$ cat src/hdl/shs_pkg.sv
// Shared types, constants and functions for the SHA-256 stream hasher.
// Holds the round constant table, the initial hash values and the sigma functions.
// No dependencies; the memories, the round datapath and the top level refer to it by scoped names.
package shs_pkg;

   localparam int unsigned ROUNDS      = 64;
   localparam int unsigned CHAIN_DEPTH = 8;
   localparam int unsigned BLK_DEPTH   = 16;
   localparam logic [7:0]  PAD_BYTE    = 8'h80;
   localparam logic [5:0]  LEN_FILL    = 6'd56;

   // Control of the compression datapath, driven by the sequencer
   typedef struct packed {
      logic       shift;    // shift working words down by one
      logic       rotate;   // shifted-in word is word a (else the chain word)
      logic       gen;      // produce the next schedule word
      logic       use_blk;  // schedule word comes from the block buffer
      logic [5:0] k_idx;    // round constant index for the generated word
      logic       step;     // run one compression round
   } rnd_ctrl_type;

   // Access to the chaining word memory
   typedef struct packed {
      logic        rd_en;
      logic [2:0]  rd_addr;
      logic        wr_en;
      logic [2:0]  wr_addr;
      logic [31:0] wr_data;
      logic        clear;
   } chn_req_type;

   function automatic logic [31:0] init_h(input logic [2:0] idx);
      logic [31:0] v;
      case (idx)
         3'd0: v = 32'h6a09e667;
         3'd1: v = 32'hbb67ae85;
         3'd2: v = 32'h3c6ef372;
         3'd3: v = 32'ha54ff53a;
         3'd4: v = 32'h510e527f;
         3'd5: v = 32'h9b05688c;
         3'd6: v = 32'h1f83d9ab;
         3'd7: v = 32'h5be0cd19;
         default: v = 32'h6a09e667;
      endcase
      return v;
   endfunction

   function automatic logic [31:0] round_k(input logic [5:0] t);
      logic [31:0] v;
      case (t)
         6'd0:  v = 32'h428a2f98;  6'd1:  v = 32'h71374491;
         6'd2:  v = 32'hb5c0fbcf;  6'd3:  v = 32'he9b5dba5;
         6'd4:  v = 32'h3956c25b;  6'd5:  v = 32'h59f111f1;
         6'd6:  v = 32'h923f82a4;  6'd7:  v = 32'hab1c5ed5;
         6'd8:  v = 32'hd807aa98;  6'd9:  v = 32'h12835b01;
         6'd10: v = 32'h243185be;  6'd11: v = 32'h550c7dc3;
         6'd12: v = 32'h72be5d74;  6'd13: v = 32'h80deb1fe;
         6'd14: v = 32'h9bdc06a7;  6'd15: v = 32'hc19bf174;
         6'd16: v = 32'he49b69c1;  6'd17: v = 32'hefbe4786;
         6'd18: v = 32'h0fc19dc6;  6'd19: v = 32'h240ca1cc;
         6'd20: v = 32'h2de92c6f;  6'd21: v = 32'h4a7484aa;
         6'd22: v = 32'h5cb0a9dc;  6'd23: v = 32'h76f988da;
         6'd24: v = 32'h983e5152;  6'd25: v = 32'ha831c66d;
         6'd26: v = 32'hb00327c8;  6'd27: v = 32'hbf597fc7;
         6'd28: v = 32'hc6e00bf3;  6'd29: v = 32'hd5a79147;
         6'd30: v = 32'h06ca6351;  6'd31: v = 32'h14292967;
         6'd32: v = 32'h27b70a85;  6'd33: v = 32'h2e1b2138;
         6'd34: v = 32'h4d2c6dfc;  6'd35: v = 32'h53380d13;
         6'd36: v = 32'h650a7354;  6'd37: v = 32'h766a0abb;
         6'd38: v = 32'h81c2c92e;  6'd39: v = 32'h92722c85;
         6'd40: v = 32'ha2bfe8a1;  6'd41: v = 32'ha81a664b;
         6'd42: v = 32'hc24b8b70;  6'd43: v = 32'hc76c51a3;
         6'd44: v = 32'hd192e819;  6'd45: v = 32'hd6990624;
         6'd46: v = 32'hf40e3585;  6'd47: v = 32'h106aa070;
         6'd48: v = 32'h19a4c116;  6'd49: v = 32'h1e376c08;
         6'd50: v = 32'h2748774c;  6'd51: v = 32'h34b0bcb5;
         6'd52: v = 32'h391c0cb3;  6'd53: v = 32'h4ed8aa4a;
         6'd54: v = 32'h5b9cca4f;  6'd55: v = 32'h682e6ff3;
         6'd56: v = 32'h748f82ee;  6'd57: v = 32'h78a5636f;
         6'd58: v = 32'h84c87814;  6'd59: v = 32'h8cc70208;
         6'd60: v = 32'h90befffa;  6'd61: v = 32'ha4506ceb;
         6'd62: v = 32'hbef9a3f7;  6'd63: v = 32'hc67178f2;
         default: v = 32'h428a2f98;
      endcase
      return v;
   endfunction

   function automatic logic [31:0] ror32(input logic [31:0] v, input int unsigned n);
      return (v >> n) | (v << (32 - n));
   endfunction

   function automatic logic [31:0] big_sigma0(input logic [31:0] v);
      return ror32(v, 2) ^ ror32(v, 13) ^ ror32(v, 22);
   endfunction

   function automatic logic [31:0] big_sigma1(input logic [31:0] v);
      return ror32(v, 6) ^ ror32(v, 11) ^ ror32(v, 25);
   endfunction

   function automatic logic [31:0] small_sigma0(input logic [31:0] v);
      return ror32(v, 7) ^ ror32(v, 18) ^ (v >> 3);
   endfunction

   function automatic logic [31:0] small_sigma1(input logic [31:0] v);
      return ror32(v, 17) ^ ror32(v, 19) ^ (v >> 10);
   endfunction

endpackage

$ cat src/hdl/shs_req_if.sv
// Input channel of the SHA-256 stream hasher: one optional message byte per item.
// Valid/ready handshake; depends on nothing.
interface shs_req_if;
   logic       valid;
   logic       ready;
   logic [7:0] data_byte;
   logic       byte_valid;
   logic       end_of_message;

   modport source (output valid, output data_byte, output byte_valid,
                   output end_of_message, input ready);
   modport sink   (input valid, input data_byte, input byte_valid,
                   input end_of_message, output ready);
endinterface

$ cat src/hdl/shs_rsp_if.sv
// Result channel of the SHA-256 stream hasher: one digest word per item.
// Valid/ready handshake; depends on nothing.
interface shs_rsp_if;
   logic        valid;
   logic        ready;
   logic [31:0] digest_word;
   logic [2:0]  word_index;
   logic        last_word;

   modport source (output valid, output digest_word, output word_index,
                   output last_word, input ready);
   modport sink   (input valid, input digest_word, input word_index,
                   input last_word, output ready);
endinterface

$ cat src/hdl/shs_blk_mem.sv
// Block buffer of the hasher: sixteen 32-bit words, one write and one read port.
// Read data is registered. Depends on shs_pkg.
module shs_blk_mem (
   input  logic        clock,
   input  logic        wr_en,
   input  logic [3:0]  wr_addr,
   input  logic [31:0] wr_data,
   input  logic [3:0]  rd_addr,
   output logic [31:0] rd_data
);

   logic [31:0] mem_ff [shs_pkg::BLK_DEPTH];
   logic [31:0] rd_data_ff;

   // write a packed word, read every cycle
   always_ff @(posedge clock) begin
      if (wr_en) begin
         mem_ff[wr_addr] <= wr_data;
      end
      rd_data_ff <= mem_ff[rd_addr];
   end

   assign rd_data = rd_data_ff;

endmodule

$ cat src/hdl/shs_chain_mem.sv
// Chaining word memory: eight 32-bit words with one valid bit per entry.
// An entry that is not valid reads as its SHA-256 initial hash value. Depends on shs_pkg.
module shs_chain_mem (
   input  logic                clock,
   input  logic                reset,
   input  shs_pkg::chn_req_type req,
   output logic [31:0]         rd_data
);

   logic [31:0] mem_ff [shs_pkg::CHAIN_DEPTH];
   logic [7:0]  vld_ff;
   logic [7:0]  vld_in;
   logic [31:0] q_ff;
   logic        q_vld_ff;
   logic [2:0]  q_addr_ff;

   // track written entries; clear returns all to the initial values
   always_comb begin
      vld_in = vld_ff;
      if (req.clear) begin
         vld_in = '0;
      end else if (req.wr_en) begin
         vld_in[req.wr_addr] = 1'b1;
      end
   end

   always_ff @(posedge clock) begin
      if (reset) begin
         vld_ff <= '0;
      end else begin
         vld_ff <= vld_in;
      end
   end

   // storage and registered read
   always_ff @(posedge clock) begin
      if (req.wr_en) begin
         mem_ff[req.wr_addr] <= req.wr_data;
      end
      if (req.rd_en) begin
         q_ff      <= mem_ff[req.rd_addr];
         q_vld_ff  <= vld_ff[req.rd_addr];
         q_addr_ff <= req.rd_addr;
      end
   end

   assign rd_data = q_vld_ff ? q_ff : shs_pkg::init_h(q_addr_ff);

   // the sequencer never reads and writes one entry in the same cycle
   a_no_rw_clash: assert property (@(posedge clock) disable iff (reset)
      req.rd_en && req.wr_en |-> req.rd_addr != req.wr_addr)
      else $error("chain memory read and write of the same entry");

   // clearing never coincides with an update
   a_no_clear_wr: assert property (@(posedge clock) disable iff (reset)
      req.clear |-> !req.wr_en)
      else $error("chain memory cleared while written");

endmodule

$ cat src/hdl/shs_round.sv
// Compression datapath: working words a..h, the rolling 16-word schedule and one round.
// Schedule word plus round constant is registered the cycle before its round. Depends on shs_pkg.
module shs_round (
   input  logic                 clock,
   input  shs_pkg::rnd_ctrl_type ctrl,
   input  logic [31:0]          chain_word,
   input  logic [31:0]          blk_word,
   output logic [31:0]          work_a
);

   logic [31:0] work_ff  [8];
   logic [31:0] sched_ff [16];
   logic [31:0] kw_ff;
   logic [31:0] w_new;
   logic [31:0] t1;
   logic [31:0] t2;

   // next schedule word: from the block for the first sixteen rounds
   always_comb begin
      if (ctrl.use_blk) begin
         w_new = blk_word;
      end else begin
         w_new = shs_pkg::small_sigma1(sched_ff[14]) + sched_ff[9]
               + shs_pkg::small_sigma0(sched_ff[1]) + sched_ff[0];
      end
   end

   // round arithmetic on the registered schedule word plus constant
   always_comb begin
      t1 = work_ff[7] + shs_pkg::big_sigma1(work_ff[4])
         + ((work_ff[4] & work_ff[5]) ^ (~work_ff[4] & work_ff[6])) + kw_ff;
      t2 = shs_pkg::big_sigma0(work_ff[0])
         + ((work_ff[0] & work_ff[1]) ^ (work_ff[0] & work_ff[2])
            ^ (work_ff[1] & work_ff[2]));
   end

   // advance schedule
   always_ff @(posedge clock) begin
      if (ctrl.gen) begin
         for (int i = 0; i < 15; i++) begin
            sched_ff[i] <= sched_ff[i+1];
         end
         sched_ff[15] <= w_new;
         kw_ff        <= shs_pkg::round_k(ctrl.k_idx) + w_new;
      end
   end

   // load, rotate or step the working words
   always_ff @(posedge clock) begin
      if (ctrl.shift) begin
         for (int i = 0; i < 7; i++) begin
            work_ff[i] <= work_ff[i+1];
         end
         work_ff[7] <= ctrl.rotate ? work_ff[0] : chain_word;
      end else if (ctrl.step) begin
         work_ff[7] <= work_ff[6];
         work_ff[6] <= work_ff[5];
         work_ff[5] <= work_ff[4];
         work_ff[4] <= work_ff[3] + t1;
         work_ff[3] <= work_ff[2];
         work_ff[2] <= work_ff[1];
         work_ff[1] <= work_ff[0];
         work_ff[0] <= t1 + t2;
      end
   end

   assign work_a = work_ff[0];

endmodule

$ cat src/hdl/sha256_stream_hasher_top.sv
// SHA-256 stream hasher, top level with the byte intake, padding and round sequencer.
// Uses shs_pkg, shs_req_if, shs_rsp_if, shs_blk_mem, shs_chain_mem and shs_round.
//
// Usage:
//  - req_if carries one item per handshake: an optional message byte (byte_valid)
//    and an end-of-message flag. Ready is high only while the sequencer is idle.
//  - Every 64th byte starts a compression: loading the chain words into a..h,
//    the 64 rounds at one per cycle, then updating the chain memory through its
//    single read and write port. No byte is taken until the compression is done.
//  - End of message appends the padding and length one byte per cycle outside
//    compressions (up to 72 bytes, with one or two compressions), then rsp_if
//    gives the eight digest words, word_index 0 first, last_word on word 7.
//  - A stalled rsp_if holds the current word; the sequencer waits. The next
//    message may start while the final word still waits to be taken.
//  - Synchronous reset returns to the initial hash values with an empty block;
//    no clearing pass is needed, the chain memory has a valid bit per entry.
module sha256_stream_hasher_top (
   input  logic      clock,
   input  logic      reset,
   shs_req_if.sink   req_if,
   shs_rsp_if.source rsp_if
);

   localparam logic [2:0] ST_IDLE   = 3'd0;
   localparam logic [2:0] ST_PAD    = 3'd1;
   localparam logic [2:0] ST_LOAD   = 3'd2;
   localparam logic [2:0] ST_ROUND  = 3'd3;
   localparam logic [2:0] ST_UPD    = 3'd4;
   localparam logic [2:0] ST_OUT_RD = 3'd5;
   localparam logic [2:0] ST_OUT_LD = 3'd6;

   localparam logic [6:0] CNT_CHAIN = 7'(shs_pkg::CHAIN_DEPTH);
   localparam logic [6:0] CNT_ROUND = 7'(shs_pkg::ROUNDS);
   localparam logic [6:0] CNT_BLK   = 7'(shs_pkg::BLK_DEPTH);

   logic [2:0]  state_ff, state_in;
   logic [6:0]  cnt_ff, cnt_in;
   logic [5:0]  fill_ff, fill_in;
   logic [23:0] acc_ff, acc_in;
   logic [63:0] msg_bits_ff, msg_bits_in;
   logic        pad_act_ff, pad_act_in;
   logic        pad_first_ff, pad_first_in;
   logic        pad_len_ff, pad_len_in;
   logic [2:0]  len_idx_ff, len_idx_in;
   logic        fin_ff, fin_in;
   logic [2:0]  out_idx_ff, out_idx_in;
   logic        rsp_valid_ff, rsp_valid_in;
   logic [31:0] rsp_word_ff;
   logic [2:0]  rsp_idx_ff;
   logic        rsp_last_ff;

   logic        req_take;
   logic        put_en;
   logic [7:0]  put_byte;
   logic [7:0]  pad_byte;
   logic        pad_len_now;
   logic        blk_full;
   logic        rsp_load;
   logic        blk_wr_en;
   logic [3:0]  blk_rd_addr;
   logic [31:0] blk_rd_data;
   logic [31:0] chain_rd_data;
   logic [31:0] work_a;

   shs_pkg::chn_req_type  chn_req;
   shs_pkg::rnd_ctrl_type rnd_ctrl;

   assign req_if.ready = (state_ff == ST_IDLE);
   assign req_take     = req_if.valid && req_if.ready;

   // pick the byte for the block: input byte when idle, padding otherwise
   assign pad_len_now = pad_len_ff || (fill_ff == shs_pkg::LEN_FILL);
   always_comb begin
      if (pad_first_ff) begin
         pad_byte = shs_pkg::PAD_BYTE;
      end else if (pad_len_now) begin
         pad_byte = msg_bits_ff[63:56];
      end else begin
         pad_byte = 8'h00;
      end
   end

   assign put_en    = (req_take && req_if.byte_valid) || (state_ff == ST_PAD);
   assign put_byte  = (state_ff == ST_PAD) ? pad_byte : req_if.data_byte;
   assign blk_full  = put_en && (fill_ff == 6'd63);
   assign blk_wr_en = put_en && (fill_ff[1:0] == 2'b11);
   assign rsp_load  = (state_ff == ST_OUT_LD) && (!rsp_valid_ff || rsp_if.ready);

   // sequencer
   always_comb begin
      state_in     = state_ff;
      cnt_in       = cnt_ff;
      fill_in      = put_en ? fill_ff + 6'd1 : fill_ff;
      acc_in       = put_en ? {acc_ff[15:0], put_byte} : acc_ff;
      msg_bits_in  = msg_bits_ff;
      pad_act_in   = pad_act_ff;
      pad_first_in = pad_first_ff;
      pad_len_in   = pad_len_ff;
      len_idx_in   = len_idx_ff;
      fin_in       = fin_ff;
      out_idx_in   = out_idx_ff;
      rsp_valid_in = rsp_valid_ff;
      if (rsp_valid_ff && rsp_if.ready) begin
         rsp_valid_in = 1'b0;
      end
      if (rsp_load) begin
         rsp_valid_in = 1'b1;
      end

      chn_req          = '0;
      rnd_ctrl         = '0;
      rnd_ctrl.k_idx   = cnt_ff[5:0];
      blk_rd_addr      = 4'd0;

      case (state_ff)
         ST_IDLE: begin
            if (req_take) begin
               if (req_if.byte_valid) begin
                  msg_bits_in = msg_bits_ff + 64'd8;
               end
               if (req_if.end_of_message) begin
                  pad_act_in   = 1'b1;
                  pad_first_in = 1'b1;
               end
               if (blk_full) begin
                  state_in = ST_LOAD;
                  cnt_in   = '0;
               end else if (req_if.end_of_message) begin
                  state_in = ST_PAD;
               end
            end
         end
         ST_PAD: begin
            // 0x80 first, zeros up to byte 56, then the length big-endian
            if (pad_first_ff) begin
               pad_first_in = 1'b0;
            end else if (pad_len_now) begin
               msg_bits_in = {msg_bits_ff[55:0], 8'h00};
               if (!pad_len_ff) begin
                  pad_len_in = 1'b1;
                  len_idx_in = 3'd1;
               end else if (len_idx_ff == 3'd7) begin
                  pad_len_in = 1'b0;
                  len_idx_in = 3'd0;
                  pad_act_in = 1'b0;
                  fin_in     = 1'b1;
               end else begin
                  len_idx_in = len_idx_ff + 3'd1;
               end
            end
            if (blk_full) begin
               state_in = ST_LOAD;
               cnt_in   = '0;
            end
         end
         ST_LOAD: begin
            // read chain words 0..7 and shift them into a..h
            chn_req.rd_en   = (cnt_ff < CNT_CHAIN);
            chn_req.rd_addr = cnt_ff[2:0];
            rnd_ctrl.shift  = (cnt_ff != '0);
            cnt_in          = cnt_ff + 7'd1;
            if (cnt_ff == CNT_CHAIN) begin
               state_in = ST_ROUND;
               cnt_in   = '0;
            end
         end
         ST_ROUND: begin
            // schedule word for round cnt, round cnt-1 on the previous one
            rnd_ctrl.gen     = (cnt_ff < CNT_ROUND);
            rnd_ctrl.use_blk = (cnt_ff < CNT_BLK);
            rnd_ctrl.step    = (cnt_ff != '0);
            blk_rd_addr      = cnt_ff[3:0] + 4'd1;
            cnt_in           = cnt_ff + 7'd1;
            if (cnt_ff == CNT_ROUND) begin
               state_in = ST_UPD;
               cnt_in   = '0;
            end
         end
         ST_UPD: begin
            // read entry n while entry n-1 takes its sum with word a
            chn_req.rd_en   = (cnt_ff < CNT_CHAIN);
            chn_req.rd_addr = cnt_ff[2:0];
            chn_req.wr_en   = (cnt_ff != '0);
            chn_req.wr_addr = cnt_ff[2:0] - 3'd1;
            chn_req.wr_data = chain_rd_data + work_a;
            rnd_ctrl.shift  = (cnt_ff != '0);
            rnd_ctrl.rotate = 1'b1;
            cnt_in          = cnt_ff + 7'd1;
            if (cnt_ff == CNT_CHAIN) begin
               cnt_in = '0;
               if (fin_ff) begin
                  state_in = ST_OUT_RD;
               end else if (pad_act_ff) begin
                  state_in = ST_PAD;
               end else begin
                  state_in = ST_IDLE;
               end
            end
         end
         ST_OUT_RD: begin
            chn_req.rd_en   = 1'b1;
            chn_req.rd_addr = out_idx_ff;
            state_in        = ST_OUT_LD;
         end
         ST_OUT_LD: begin
            if (rsp_load) begin
               if (out_idx_ff == 3'd7) begin
                  // digest out: back to the initial hash values
                  chn_req.clear = 1'b1;
                  fin_in        = 1'b0;
                  out_idx_in    = 3'd0;
                  state_in      = ST_IDLE;
               end else begin
                  out_idx_in = out_idx_ff + 3'd1;
                  state_in   = ST_OUT_RD;
               end
            end
         end
         default: begin
            state_in = ST_IDLE;
         end
      endcase
   end

   always_ff @(posedge clock) begin
      if (reset) begin
         state_ff     <= ST_IDLE;
         cnt_ff       <= '0;
         fill_ff      <= '0;
         msg_bits_ff  <= '0;
         pad_act_ff   <= 1'b0;
         pad_first_ff <= 1'b0;
         pad_len_ff   <= 1'b0;
         len_idx_ff   <= '0;
         fin_ff       <= 1'b0;
         out_idx_ff   <= '0;
         rsp_valid_ff <= 1'b0;
      end else begin
         state_ff     <= state_in;
         cnt_ff       <= cnt_in;
         fill_ff      <= fill_in;
         msg_bits_ff  <= msg_bits_in;
         pad_act_ff   <= pad_act_in;
         pad_first_ff <= pad_first_in;
         pad_len_ff   <= pad_len_in;
         len_idx_ff   <= len_idx_in;
         fin_ff       <= fin_in;
         out_idx_ff   <= out_idx_in;
         rsp_valid_ff <= rsp_valid_in;
      end
   end

   // payload registers
   always_ff @(posedge clock) begin
      acc_ff <= acc_in;
      if (rsp_load) begin
         rsp_word_ff <= chain_rd_data;
         rsp_idx_ff  <= out_idx_ff;
         rsp_last_ff <= (out_idx_ff == 3'd7);
      end
   end

   assign rsp_if.valid       = rsp_valid_ff;
   assign rsp_if.digest_word = rsp_word_ff;
   assign rsp_if.word_index  = rsp_idx_ff;
   assign rsp_if.last_word   = rsp_last_ff;

   shs_blk_mem u_blk_mem (
      .clock   (clock),
      .wr_en   (blk_wr_en),
      .wr_addr (fill_ff[5:2]),
      .wr_data ({acc_ff, put_byte}),
      .rd_addr (blk_rd_addr),
      .rd_data (blk_rd_data)
   );

   shs_chain_mem u_chain_mem (
      .clock   (clock),
      .reset   (reset),
      .req     (chn_req),
      .rd_data (chain_rd_data)
   );

   shs_round u_round (
      .clock      (clock),
      .ctrl       (rnd_ctrl),
      .chain_word (chain_rd_data),
      .blk_word   (blk_rd_data),
      .work_a     (work_a)
   );

   // a compression always starts on an empty block
   a_load_empty: assert property (@(posedge clock) disable iff (reset)
      state_ff == ST_LOAD |-> fill_ff == '0)
      else $error("compression started with a partly filled block");

   // the length bytes fill the last eight places of the block
   a_len_tail: assert property (@(posedge clock) disable iff (reset)
      pad_len_ff |-> fill_ff[5:3] == 3'b111)
      else $error("length bytes outside the block tail");

   // digest words leave in order
   a_word_order: assert property (@(posedge clock) disable iff (reset)
      rsp_if.valid && rsp_if.ready && !rsp_if.last_word
      |=> !rsp_if.valid || rsp_if.word_index == 3'($past(rsp_if.word_index) + 3'd1))
      else $error("digest words out of order");

   // no digest readout and no intake during the rounds
   a_no_out_in_rounds: assert property (@(posedge clock) disable iff (reset)
      state_ff == ST_ROUND |-> out_idx_ff == '0 && !req_if.ready)
      else $error("readout or intake during compression");

endmodule

$ cat src/flat_wrapper.sv
// flat-port wrapper written by rule: the top's interface ports become plain ports
module sha256_stream_hasher_top_flat 
  (clock, reset, req_if_valid, req_if_data_byte, req_if_byte_valid, req_if_end_of_message, req_if_ready, rsp_if_valid, rsp_if_digest_word, rsp_if_word_index, rsp_if_last_word, rsp_if_ready);
  shs_req_if req_if_i ();
  shs_rsp_if rsp_if_i ();
  input  logic clock;
  input  logic reset;
  input wire logic [$bits(req_if_i.valid)-1:0] req_if_valid;
  input wire logic [$bits(req_if_i.data_byte)-1:0] req_if_data_byte;
  input wire logic [$bits(req_if_i.byte_valid)-1:0] req_if_byte_valid;
  input wire logic [$bits(req_if_i.end_of_message)-1:0] req_if_end_of_message;
  output wire logic [$bits(req_if_i.ready)-1:0] req_if_ready;
  output wire logic [$bits(rsp_if_i.valid)-1:0] rsp_if_valid;
  output wire logic [$bits(rsp_if_i.digest_word)-1:0] rsp_if_digest_word;
  output wire logic [$bits(rsp_if_i.word_index)-1:0] rsp_if_word_index;
  output wire logic [$bits(rsp_if_i.last_word)-1:0] rsp_if_last_word;
  input wire logic [$bits(rsp_if_i.ready)-1:0] rsp_if_ready;
  assign req_if_i.valid = req_if_valid;
  assign req_if_i.data_byte = req_if_data_byte;
  assign req_if_i.byte_valid = req_if_byte_valid;
  assign req_if_i.end_of_message = req_if_end_of_message;
  assign req_if_ready = req_if_i.ready;
  assign rsp_if_valid = rsp_if_i.valid;
  assign rsp_if_digest_word = rsp_if_i.digest_word;
  assign rsp_if_word_index = rsp_if_i.word_index;
  assign rsp_if_last_word = rsp_if_i.last_word;
  assign rsp_if_i.ready = rsp_if_ready;
  sha256_stream_hasher_top u_core (.clock(clock), .reset(reset), .req_if(req_if_i), .rsp_if(rsp_if_i));
endmodule
$ cat config.mk
export PLATFORM = sky130hd
export DESIGN_NAME = sha256_stream_hasher_top_flat
export DESIGN_NICKNAME = d
export VERILOG_FILES = /design/src/hdl/shs_pkg.sv /design/src/hdl/shs_req_if.sv /design/src/hdl/shs_rsp_if.sv /design/src/hdl/shs_blk_mem.sv /design/src/hdl/shs_chain_mem.sv /design/src/hdl/shs_round.sv /design/src/hdl/sha256_stream_hasher_top.sv /design/src/flat_wrapper.sv
export SDC_FILE = /design/constraint.sdc
export NUM_CORES = 2
export LEC_CHECK = 0
export ABC_AREA = 1
export ABC_CLOCK_PERIOD_IN_PS = 43900
export BUFFER_PORTS_ARGS = -buffer_cell sky130_fd_sc_hd__buf_2
export CAP_MARGIN = 20
export CORE_MARGIN = 1.5
export CORE_UTILIZATION = 55
export DETAILED_ROUTE_END_ITERATION = 10
export GPL_TIMING_DRIVEN = 0
export PLACE_DENSITY = 0.71
export SYNTH_ARGS = -nofsm -noshare
export SYNTH_HDL_FRONTEND = slang
export SYNTH_SLANG_ARGS = --single-unit
$ cat constraint.sdc
create_clock -name clock -period 43.9 [get_ports clock]
set_input_delay 2.195 -clock clock [delete_from_list [all_inputs] [get_ports clock]]
set_output_delay 2.195 -clock clock [all_outputs]
set_load 0.01 [all_outputs]
==> results by group <==
Clock tree
  – Clock root buffer: clkbuf_16
  – # hold bufs at CTS: 0
  – CTS tree: yes
  – Clock tree buffer depth: 3
  – Post-CTS Setup Bufs: 0
  – Resized cells post-CTS: 0
  – Later-pin clock latency in the skew report: 870 ps
  – Inserted Clock Buffers: 187
  – H-tree Lvls: 4
  – Clk sinks: 1854
  – Clk pin slew, worst setup/hold paths: 60 ps

Drt
  – Via density per instance: 6.13
  – ANT nets after route: 0
  – Initial DRC Count: 10300
  – Per-cell routed wire length: 27.4 um
  – Pre-Repair DR Iteration Count: 10
  – Vias: 70700
  – Drt drc: 0
  – Final WL: 316000 um

Power
  – Power per cell area: 49.8 nW/um^2
  – Leakage power: 38.0 nW
  – Maximum vdd drop: 0.0000699 V

Critical path
  – Req. time, crit path: 44480 ps
  – Nature of the critical path endpoint: register
  – Setup crit start kind: register
  – Setup CP Type: reg -> reg
  – Worst-path maximum fanout: 7
  – Arr. time, crit path: 8290 ps
  – Reg2Reg Depth: 27

Die
  – Core Region: 163000 um^2
  – Row count: 148
  – Starting density of the core: 0.556
  – # IOs: 52
  – Die X: 409 um
  – Die area: 168000 um^2
  – Die Height: 409 um

Yosys
  – Mapped Area: 90800 um^2
  – Commonest cells post-synth: 1664 x edfxtp_1, 1614 x nand2_1, 1169 x nor2_1
  – Post-synth EDFFs: 1664
  – Avg Synthesized Cell Area: 10.2 um^2
  – Part of the Yosys area used for sequential elements: 0.592
  – Yosys warns: 0
  – Share of the synthesized area in the top cell type: 0.550
  – Post-synth cell types: 59
  – Most frequent cell after synthesis: edfxtp_1
  – Register bit total from synthesis: 1854
  – Async set-reset flop share out of synthesis: 0
  – Gate Count Post-Synth: 8877
  – Area contributors post-synth: edfxtp_1 55%, nand2_1 6.7%, nor2_1 4.8%
  – Dominant cell type by area after synthesis: edfxtp_1
  – Syn Nets: 9270
  – Top FF cell, synth: edfxtp_1

Timing
  – Setup violators final: 0
  – Minimum clock period: 7710 ps
  – Max Clk Rate: 0.130 GHz
  – Clk_skew: 49.4 ps
  – Fin crit share: 0.176
  – Setup tns final: 0 ps
  – Unrepaired setup endpoints after global routing: no
  – Max-slew violations: 0
  – Hold Fails Final Rpt: 0
  – Slew margin rel.: 0.222
  – Worst-margin pin slew: 1150 ps

Finish
  – Share of layout cells above drive strength 1: 0.0617
  – Fillers: 13100
  – Area Growth Syn to Fin: 11.7%
  – Fin nets: 9583
  – Fin util: 0.621

GRT
  – Grt total ovfl: 0
  – Largest net degree at the start of global routing: 40
  – Met3 Track Usage GR: 0.0785
  – Total track usage: 0.372
  – Number of global-route vias before repair: 66800
  – Met1 Usage GRT: 0.524
  – Global-route wire length before repair: 454000 um
  – Met2 Track Usage GR: 0.559
  – Initial antenna violation count: 22
  – GRT busiest layer: met2

Hold path
  – Hold path depth: 0
  – Worst Hold Class: reg -> reg

Outcome
  – Status: complete, no violations

Placed design
  – Dpl hpwl: 233000 um
  – Gp weighted congestion: 1.07
  – IO Port Bufs: 50

Job
  – Max Cap Viol: 0
-- stage by stage --
step           cell area (um^2)  setup WS [ps]  power [mW]  std cells  hold slack, ps
2_1_floorplan             90800          19330        2.95       8877             400
5_1_grt                  101000          35990        5.23      11500             418
3_5_place_dp              95300          36460        3.42      11200             405
6_report                 101000          36190        5.05      11500             409
3_3_place_gp              93800          11480        3.43      11100             400
4_1_cts                  101000          36410        5.02      11500             415
-- metal layers --
layer  vias up  wire length, um
li1      31200                -
met1     34100           127000
met4        18            15600
met2      4503           138000
met5         -              121
met3       845            34700
-- worst paths after layout --
path,start,to,slack [ps]
worst max-delay path,u_core.u_round.work_ff[1][25],u_core.u_round.work_ff[0][22],36190
worst min-delay path,u_core.u_round.sched_ff[0][103],u_core.u_round.sched_ff[0][71],410
worst max register to register,u_core.u_round.work_ff[1][25],u_core.u_round.work_ff[0][22],36190
worst min register to register,u_core.u_round.sched_ff[0][103],u_core.u_round.sched_ff[0][71],410
-- critical path: stages, from the launching register on --
cell and delay [ps]:
edfxtp_1 330, clkbuf_1 690, xnor2_1 220, xor2_1 260
inv_1 130, fa_1 510, inv_1 70, fa_1 500
inv_1 70, ha_1 390, a21oi_1 430, o21ai_0 210
a21oi_1 150, nand3_1 200, xor2_1 570, inv_1 120
fa_1 500, inv_1 50, ha_1 420, nand2_1 160
nor2_1 200, inv_1 110, nor3_1 350, o21ai_0 340
nand3_1 190, nand2_1 60, nand3_1 70, o21ai_0 130
-- registers in the layout, indices dropped and copies added, names as in the netlist, 6 cells and up, named ones only --
signal and flops:
u_core.u_round.sched_ff 512, u_core.u_blk_mem.mem_ff 512, u_core.rsp_if.digest_word 32, u_core.u_round.work_ff 256, u_core.msg_bits_ff 61, u_core.u_chain_mem.vld_ff 8, u_core.cnt_ff 7, u_core.u_round.kw_ff 32
u_core.u_chain_mem.mem_ff 256, u_core.acc_ff 24, u_core.u_chain_mem.q_ff 32, u_core.fill_ff 6, u_core.u_blk_mem.rd_data 32
-- kinds of logic after synthesis --
| group | synth area share |
|---|---|
| AOI/OAI and AO/OA | 0.0950 |
| xor gates and xnor gates | 0.0349 |
| adders and majority gates | 0.0656 |
| buffers and inverters | 0.0512 |
| DFF | 0.592 |
| muxes | 0.000110 |
| and+or+nand+nor | 0.161 |
-- cells in the final DEF (no fill, tap or decap), types with 195 or more instances in the layout --
cell type and n:
clkbuf_1 313, a21oi_1 365, o21ai_0 748, nand2_1 1614, inv_1 811, xor2_1 195, ha_1 220, edfxtp_1 1664
nand3_1 521, nor2_1 1149
-- layout make-up --
cell class	count	area, um^2	area share
sequential	1854	53800	0.530
multi-input combinational	5820	32600	0.321
clock buffer	235	5050	0.0498
inverter	831	3120	0.0307
tap	2175	2720	0.0268
timing repair buffer	124	1560	0.0154
buffer	372	1530	0.0151
clock inverter	115	1090	0.0108
antenna	12	30.0	0.000296
-- power breakdown --
part           switching (mW)  total, mW  internal, mW
clock                   0.712       1.62         0.905
combinational           0.935       1.31         0.379
sequential             0.0733       2.12          2.05
total                    1.72       5.05          3.33
No activity file was read; power rests on OpenSTA's default activity.
